--- config.mk ---
export PLATFORM = sky130hd
export DESIGN_NAME = rsas_outreg_flat
export DESIGN_NICKNAME = d
export VERILOG_FILES = /design/src/sv/rotated_sorted_array_search_macros.svh /design/src/sv/rsas_pkg.sv /design/src/sv/rsas_if.sv /design/src/sv/rsas_outreg.sv /design/src/flat_wrapper.sv
export SDC_FILE = /design/constraint.sdc
export NUM_CORES = 1
export LEC_CHECK = 0
export BUFFER_PORTS_ARGS = -buffer_cell sky130_fd_sc_hd__buf_4
export CORE_AREA = 2 2 39 41
export CTS_BUF_LIST = sky130_fd_sc_hd__clkbuf_2 sky130_fd_sc_hd__clkbuf_4 sky130_fd_sc_hd__clkbuf_8
export CTS_CLUSTER_SIZE = 20
export DETAILED_ROUTE_END_ITERATION = 16
export DIE_AREA = 0 0 41 43
export GPL_TIMING_DRIVEN = 0
export PLACE_DENSITY = 0.7
export SLEW_MARGIN = 25
export SYNTH_ARGS = -nofsm -noshare
export SYNTH_HDL_FRONTEND = slang
export SYNTH_SLANG_ARGS = --single-unit
--- constraint.sdc ---
create_clock -name clk_i -period 1.11 [get_ports clk_i]
set_clock_uncertainty 0.2 [all_clocks]
set_input_delay 0.0555 -clock clk_i [delete_from_list [all_inputs] [get_ports clk_i]]
set_output_delay 0.0555 -clock clk_i [all_outputs]
set_load 0.02 [all_outputs]
--- src/sv/rotated_sorted_array_search_macros.svh ---
`ifndef ROTATED_SORTED_ARRAY_SEARCH_MACROS_SVH
`define ROTATED_SORTED_ARRAY_SEARCH_MACROS_SVH

// Same-cycle implication, sampled on clk_i, off while rst_ni is low.
`define RSAS_ASSERT_NOW(lbl, ante, cons, msg) \
  lbl: assert property (@(posedge clk_i) disable iff (!rst_ni) (ante) |-> (cons)) \
    else $error(msg);

// Next-cycle implication, sampled on clk_i, off while rst_ni is low.
`define RSAS_ASSERT_NEXT(lbl, ante, cons, msg) \
  lbl: assert property (@(posedge clk_i) disable iff (!rst_ni) (ante) |=> (cons)) \
    else $error(msg);

`endif

--- src/sv/rsas_pkg.sv ---
package rsas_pkg;

  localparam int DEPTH  = 1024;
  localparam int AW     = $clog2(DEPTH);
  localparam int IDX_W  = AW + 2;
  localparam int LEN_W  = 11;
  localparam int POS_W  = 10;
  localparam int VAL_W  = 32;
  localparam int FIDX_W = 10;
  localparam int CMP_W  = (LEN_W > IDX_W) ? LEN_W : IDX_W;

  localparam logic KIND_LOAD   = 1'b0;
  localparam logic KIND_SEARCH = 1'b1;

  typedef enum logic [2:0] {
    ST_IDLE,
    ST_RD_MID,
    ST_RD_LO,
    ST_RD_HI,
    ST_EVAL,
    ST_PL_RD,
    ST_PL_EVAL,
    ST_DONE
  } state_e;

  typedef struct packed {
    logic              found;
    logic [FIDX_W-1:0] found_index;
  } rsas_res_t;

endpackage

--- src/sv/rsas_if.sv ---


interface rsas_res_if import rsas_pkg::*; ();
  logic              valid;
  logic              ready;
  logic              found;
  logic [FIDX_W-1:0] found_index;

  modport source (output valid, found, found_index, input ready);
  modport sink   (input valid, found, found_index, output ready);
endinterface


--- src/sv/rsas_outreg.sv ---
module rsas_outreg import rsas_pkg::*; (
  input  logic       clk_i,
  input  logic       rst_ni,
  input  logic       eng_valid_i,
  input  rsas_res_t  eng_res_i,
  output logic       eng_ready_o,
  rsas_res_if.source res_o
);

  logic      valid_q, valid_d;
  rsas_res_t res_q;
  logic      take;

  assign eng_ready_o = !valid_q || res_o.ready;
  assign take        = eng_valid_i && eng_ready_o;

  always_comb begin
    valid_d = valid_q;
    if (take) begin
      valid_d = 1'b1;
    end else if (res_o.ready) begin
      valid_d = 1'b0;
    end
  end

  always_ff @(posedge clk_i or negedge rst_ni) begin
    if (!rst_ni) begin
      valid_q <= 1'b0;
    end else begin
      valid_q <= valid_d;
    end
  end

  always_ff @(posedge clk_i) begin
    if (take) begin
      res_q <= eng_res_i;
    end
  end

  assign res_o.valid       = valid_q;
  assign res_o.found       = res_q.found;
  assign res_o.found_index = res_q.found_index;

endmodule

--- src/flat_wrapper.sv ---
// flat-port wrapper written by rule: the top's interface ports become plain ports
module rsas_outreg_flat import rsas_pkg::*;
  (clk_i, rst_ni, eng_valid_i, eng_res_i, eng_ready_o, res_o_valid, res_o_found, res_o_found_index, res_o_ready);
  rsas_res_if res_o_i ();
  input  logic clk_i;
  input  logic rst_ni;
  input  logic eng_valid_i;
  input  rsas_res_t eng_res_i;
  output logic eng_ready_o;
  output wire logic [$bits(res_o_i.valid)-1:0] res_o_valid;
  output wire logic [$bits(res_o_i.found)-1:0] res_o_found;
  output wire logic [$bits(res_o_i.found_index)-1:0] res_o_found_index;
  input wire logic [$bits(res_o_i.ready)-1:0] res_o_ready;
  assign res_o_valid = res_o_i.valid;
  assign res_o_found = res_o_i.found;
  assign res_o_found_index = res_o_i.found_index;
  assign res_o_i.ready = res_o_ready;
  rsas_outreg u_core (.clk_i(clk_i), .rst_ni(rst_ni), .eng_valid_i(eng_valid_i), .eng_res_i(eng_res_i), .eng_ready_o(eng_ready_o), .res_o(res_o_i));
endmodule
After elaboration in Yosys (flattened, before gate mapping). Cells that the tools add are included.

Register bits after elaboration: 12. Input bits: 15. Output and inout bits: 13. Logic and storage cells: 9.

Muxes and demuxes: 2. Reduce and logical (&&, ||, !) cells: 4.

Operator list (count): 1-bit 2-to-1 mux (2); 2-bit nonzero test (1); 1-bit logical AND (1); 1-bit zero test (1); 1-bit logical OR (1).

Depth between registers and ports, before layout.
Depth after elaboration: 4. Depth in mapped cells: 2.

Least setup slack after synthesis. OpenSTA, ideal clock, no wires.

Path type: register to register. From: register u_core.valid_q (netlist: u_core.res_o.valid). To: register u_core.res_q, in the netlist u_core.res_o.found (enable). Arrival: 817 ps. Required time: 606 ps. Slack: -211 ps. Stages on the path, launching flop included: 3. Clock period less this slack: 1321 ps. Cell sequence: dfrtp_1 -> nand2b_4 -> and2_4.

Word-level cells in the longest chain between the ends: 3.

Ends and longest elaborated chain: from (decl) (RTL line rsas_outreg.sv:10) `logic valid_q, valid_d;`; from (signal assigned) (RTL line rsas_outreg.sv:30) `valid_q <= valid_d;`; 1-bit zero test (RTL line rsas_outreg.sv:14) `assign eng_ready_o = !valid_q || res_o.ready;`; 1-bit logical OR (RTL line rsas_outreg.sv:14); net eng_ready_o (RTL line flat_wrapper.sv:9) `output logic eng_ready_o;`; 1-bit logical AND (RTL line rsas_outreg.sv:15) `assign take = eng_valid_i && eng_ready_o;`; net u_core.take (RTL line rsas_outreg.sv:12) `logic take;`; to (signal assigned) (RTL line rsas_outreg.sv:36) `res_q <= eng_res_i;`; to (decl) (RTL line rsas_outreg.sv:11) `rsas_res_t res_q;`.

The timed path passes the listed nets, and every way through them passes these cells. A chain may end at the register's enable or synchronous reset.

Worst setup path after layout.
From: register u_core.valid_q (netlist: u_core.res_o.valid). To: register u_core.res_q, in the netlist u_core.res_o.found_index[9] (enable).

Word-level cells in the longest chain between the ends: 3.

Ends and longest elaborated chain (RTL line): 1-bit zero test (rsas_outreg.sv:14); 1-bit logical OR (rsas_outreg.sv:14); 1-bit logical AND (rsas_outreg.sv:15); net u_core.take (rsas_outreg.sv:12).

The timed path passes the listed nets, and every way through them passes these cells.

==> qor.yml <==
layout:
  final_common_cell: "buf_4"
  syn_to_final_growth_pct: 107
  drive_gt1_share_pct: 57.4
  final_nets: 77
  fin_cells: 77
  final_cell_mix: "26 x buf_4, 14 x dlygate4sd3_1, 11 x edfxtp_1, 3 x clkbuf_4, 2 x and2_4"
  diodes: 0
sta:
  hold_viol: 1
  max_slew.worst_pin.slew_ns: 0.0986
  max_slew_margin_pct: 93.4
  slew_violations: 0
  finalCriticalPeriod_ns: 1.19
  fmax_mhz: 838
  setup_viol: 13
  rsz0062_at_grt: "yes"
  timing.final.ws_setup_ns: -0.0830
  finalCritPeriodShare_pct: 107
  hold_ws_ns: -0.122
setup_path:
  worstSetupStartpointType: "register"
  cp_max_fo: 6
  worstPathArrival_ns: 0.98
  crit_type: "register to register"
  cp_slowest_cell: "dfrtp_2"
  max_stage_delay_ns: 0.43
  endpoint_kind: "register"
  cp_data_required_time_ns: 0.89
  path_cells: "nand2b_4 > and2_4"
run:
  cap_viol_max_count: 0
die:
  ios: 28
  rows: 14
  die_h_um: 43
  die_width_um: 41
  die_area_um2: 1760
  start_util_pct: 27.8
  core_um2: 1380
yosys:
  synth_cell_types: 5
  synthTopCellsByArea: "edfxtp_1 86%, dfrtp_1 6.5%, nand2b_4 3.6%"
  yosysSeqAreaShare_pct: 92.5
  synthesis.area_um2: 384
  synthCells: 15
  yosysTopAreaCell: "edfxtp_1"
  yosysTopAreaCellShare_pct: 86.0
  synth_seq_cells: 12
  ys_warn_count: 0
  syn_nets: 30
  avgSynthCellArea_um2: 25.6
route:
  wl_per_cell_um: 12.0
  routed_via_density: 3.74
  drc_errors: 0
  drt_iter0_markers: 1
  firstDrtPassIters: 4
  ant_nets: 0
  dr_total_vias: 288
  drt-total-wl_um: 922
clocking:
  clkTransAtPathRegs_ns: 0.08
  cts_hold_buffers: 14
  cts_tree: "yes"
  htree_num_levels: 1
  root_buffer: "clkbuf_4"
  cts.sinks: 12
  clock_latency_ns: 0.27
  clock_path_buffers: 2
  post_cts_buffers: 0
  cts_buffers: 3
global_routing:
  grt_overflow: 0
  grt_pass1_vias: 306
  antenna_found_initial: 0
  grt_max_degree: 8
  grtUsageTotal_pct: 11.7
  grt_pass1_wl_um: 1280
power:
  peakVddDrop_v: 0.000716
  p_leak_nw: 0.345
  p_per_area_nw_per_um2: 1320
run_status:
  status: "complete, but fails checks"
  violations: "negative hold slack, negative setup slack"
placed_design:
  place_ws_ns: -0.110
  port_buffers: 27
  placed_cells: 58
  gp_congestion: 0.582
worst_hold_path:
  worstHoldPathType: "input pin to register"
==> final cells by class <==
type                    instances  area [µm²]
repair buffers                 41         347
clock buffers                   4        36.3
fillers                       111         587
flip-flops and latches         12         357
well taps                      16        20.0
multi-input cells               4        37.5
==> metrics by stage <==
step | setup TNS, ns | power [mW] | cell area (µm²) | util [%]
6_report | -0.865 | 1.05 | 797 | 57.6
5_1_grt | -1.22 | 1.10 | 797 | 57.6
4_1_cts | -0.881 | 1.06 | 793 | 57.3
3_5_place_dp | -1.21 | 0.676 | 608 | 43.9
3_3_place_gp | -1.06 | 0.673 | 608 | 43.9
2_1_floorplan | -1.94 | 0.594 | 385 | -
==> cell families (layout without fill, tap and decap cells) <==
family | count (synthesis) | after routing | synth area share, %
buf+inv | 0 | 45 | 0
flops | 12 | 12 | 92.5
simple gates | 3 | 4 | 7.49
==> registers in the layout (all words and copies together) (netlist names) <==
signal	cells
u_core.res_o.found_index	10
u_core.res_o.valid	1
u_core.res_o.found	1
==> power breakdown <==
| group | internal (mW) | switching, mW |
|---|---|---|
| sequential | 0.524 | 0.00864 |
| clock | 0.199 | 0.142 |
| combinational | 0.106 | 0.0714 |
==> critical path: cells and delay by family, from the launching register on <==
kind          cells  cell delay [ns]
simple gates      2             0.28
flops             1             0.43
==> cells in the mapped netlist <==
master / number
and2_4: 1
nand2b_4: 1
dfrtp_1: 1
nand2b_1: 1
edfxtp_1: 11
==> per-layer routing <==
metal | vias up | routed length, µm | share of wire [%] | global-route usage, %
met4 | 0 | 0 | 0 | 8.00
met1 | 115 | 370 | 40 | 13.6
met3 | 0 | 107 | 12 | 3.66
met2 | 25 | 444 | 48 | 17.5
li1 | 148 | - | - | -
met5 | - | 0 | 0 | 0
==> worst paths after layout <==
check / startpoint / endpoint / slack [ns] / cells after the start
max in group asynchronous: rst_ni / u_core.res_o.valid$_DFFE_PN0P_ / 0.17 / 3
worst max-delay path: u_core.res_o.valid$_DFFE_PN0P_ / u_core.res_o.found_index[9]$_DFFE_PP_ / -0.08 / 2
worst min-delay path: res_o_ready / u_core.res_o.valid$_DFFE_PN0P_ / -0.12 / 3
worst min register to register: u_core.res_o.valid$_DFFE_PN0P_ / u_core.res_o.valid$_DFFE_PN0P_ / 0.36 / 2
worst max register to register: u_core.res_o.valid$_DFFE_PN0P_ / u_core.res_o.found_index[9]$_DFFE_PP_ / -0.08 / 2
min in group asynchronous: rst_ni / u_core.res_o.valid$_DFFE_PN0P_ / 0.42 / 3
==> timing repair <==
| action | 4_1_cts | 5_1_grt |
|---|---|---|
| gates resized for setup | 1 | 1 |
| setup endpoints to repair | 13 | 14 |
| pin swaps | 2 | 1 |
| gates cloned | 1 | 0 |
| endpoints found under the hold margin | 24 | 1 |
No activity file was read; power rests on OpenSTA's default activity.
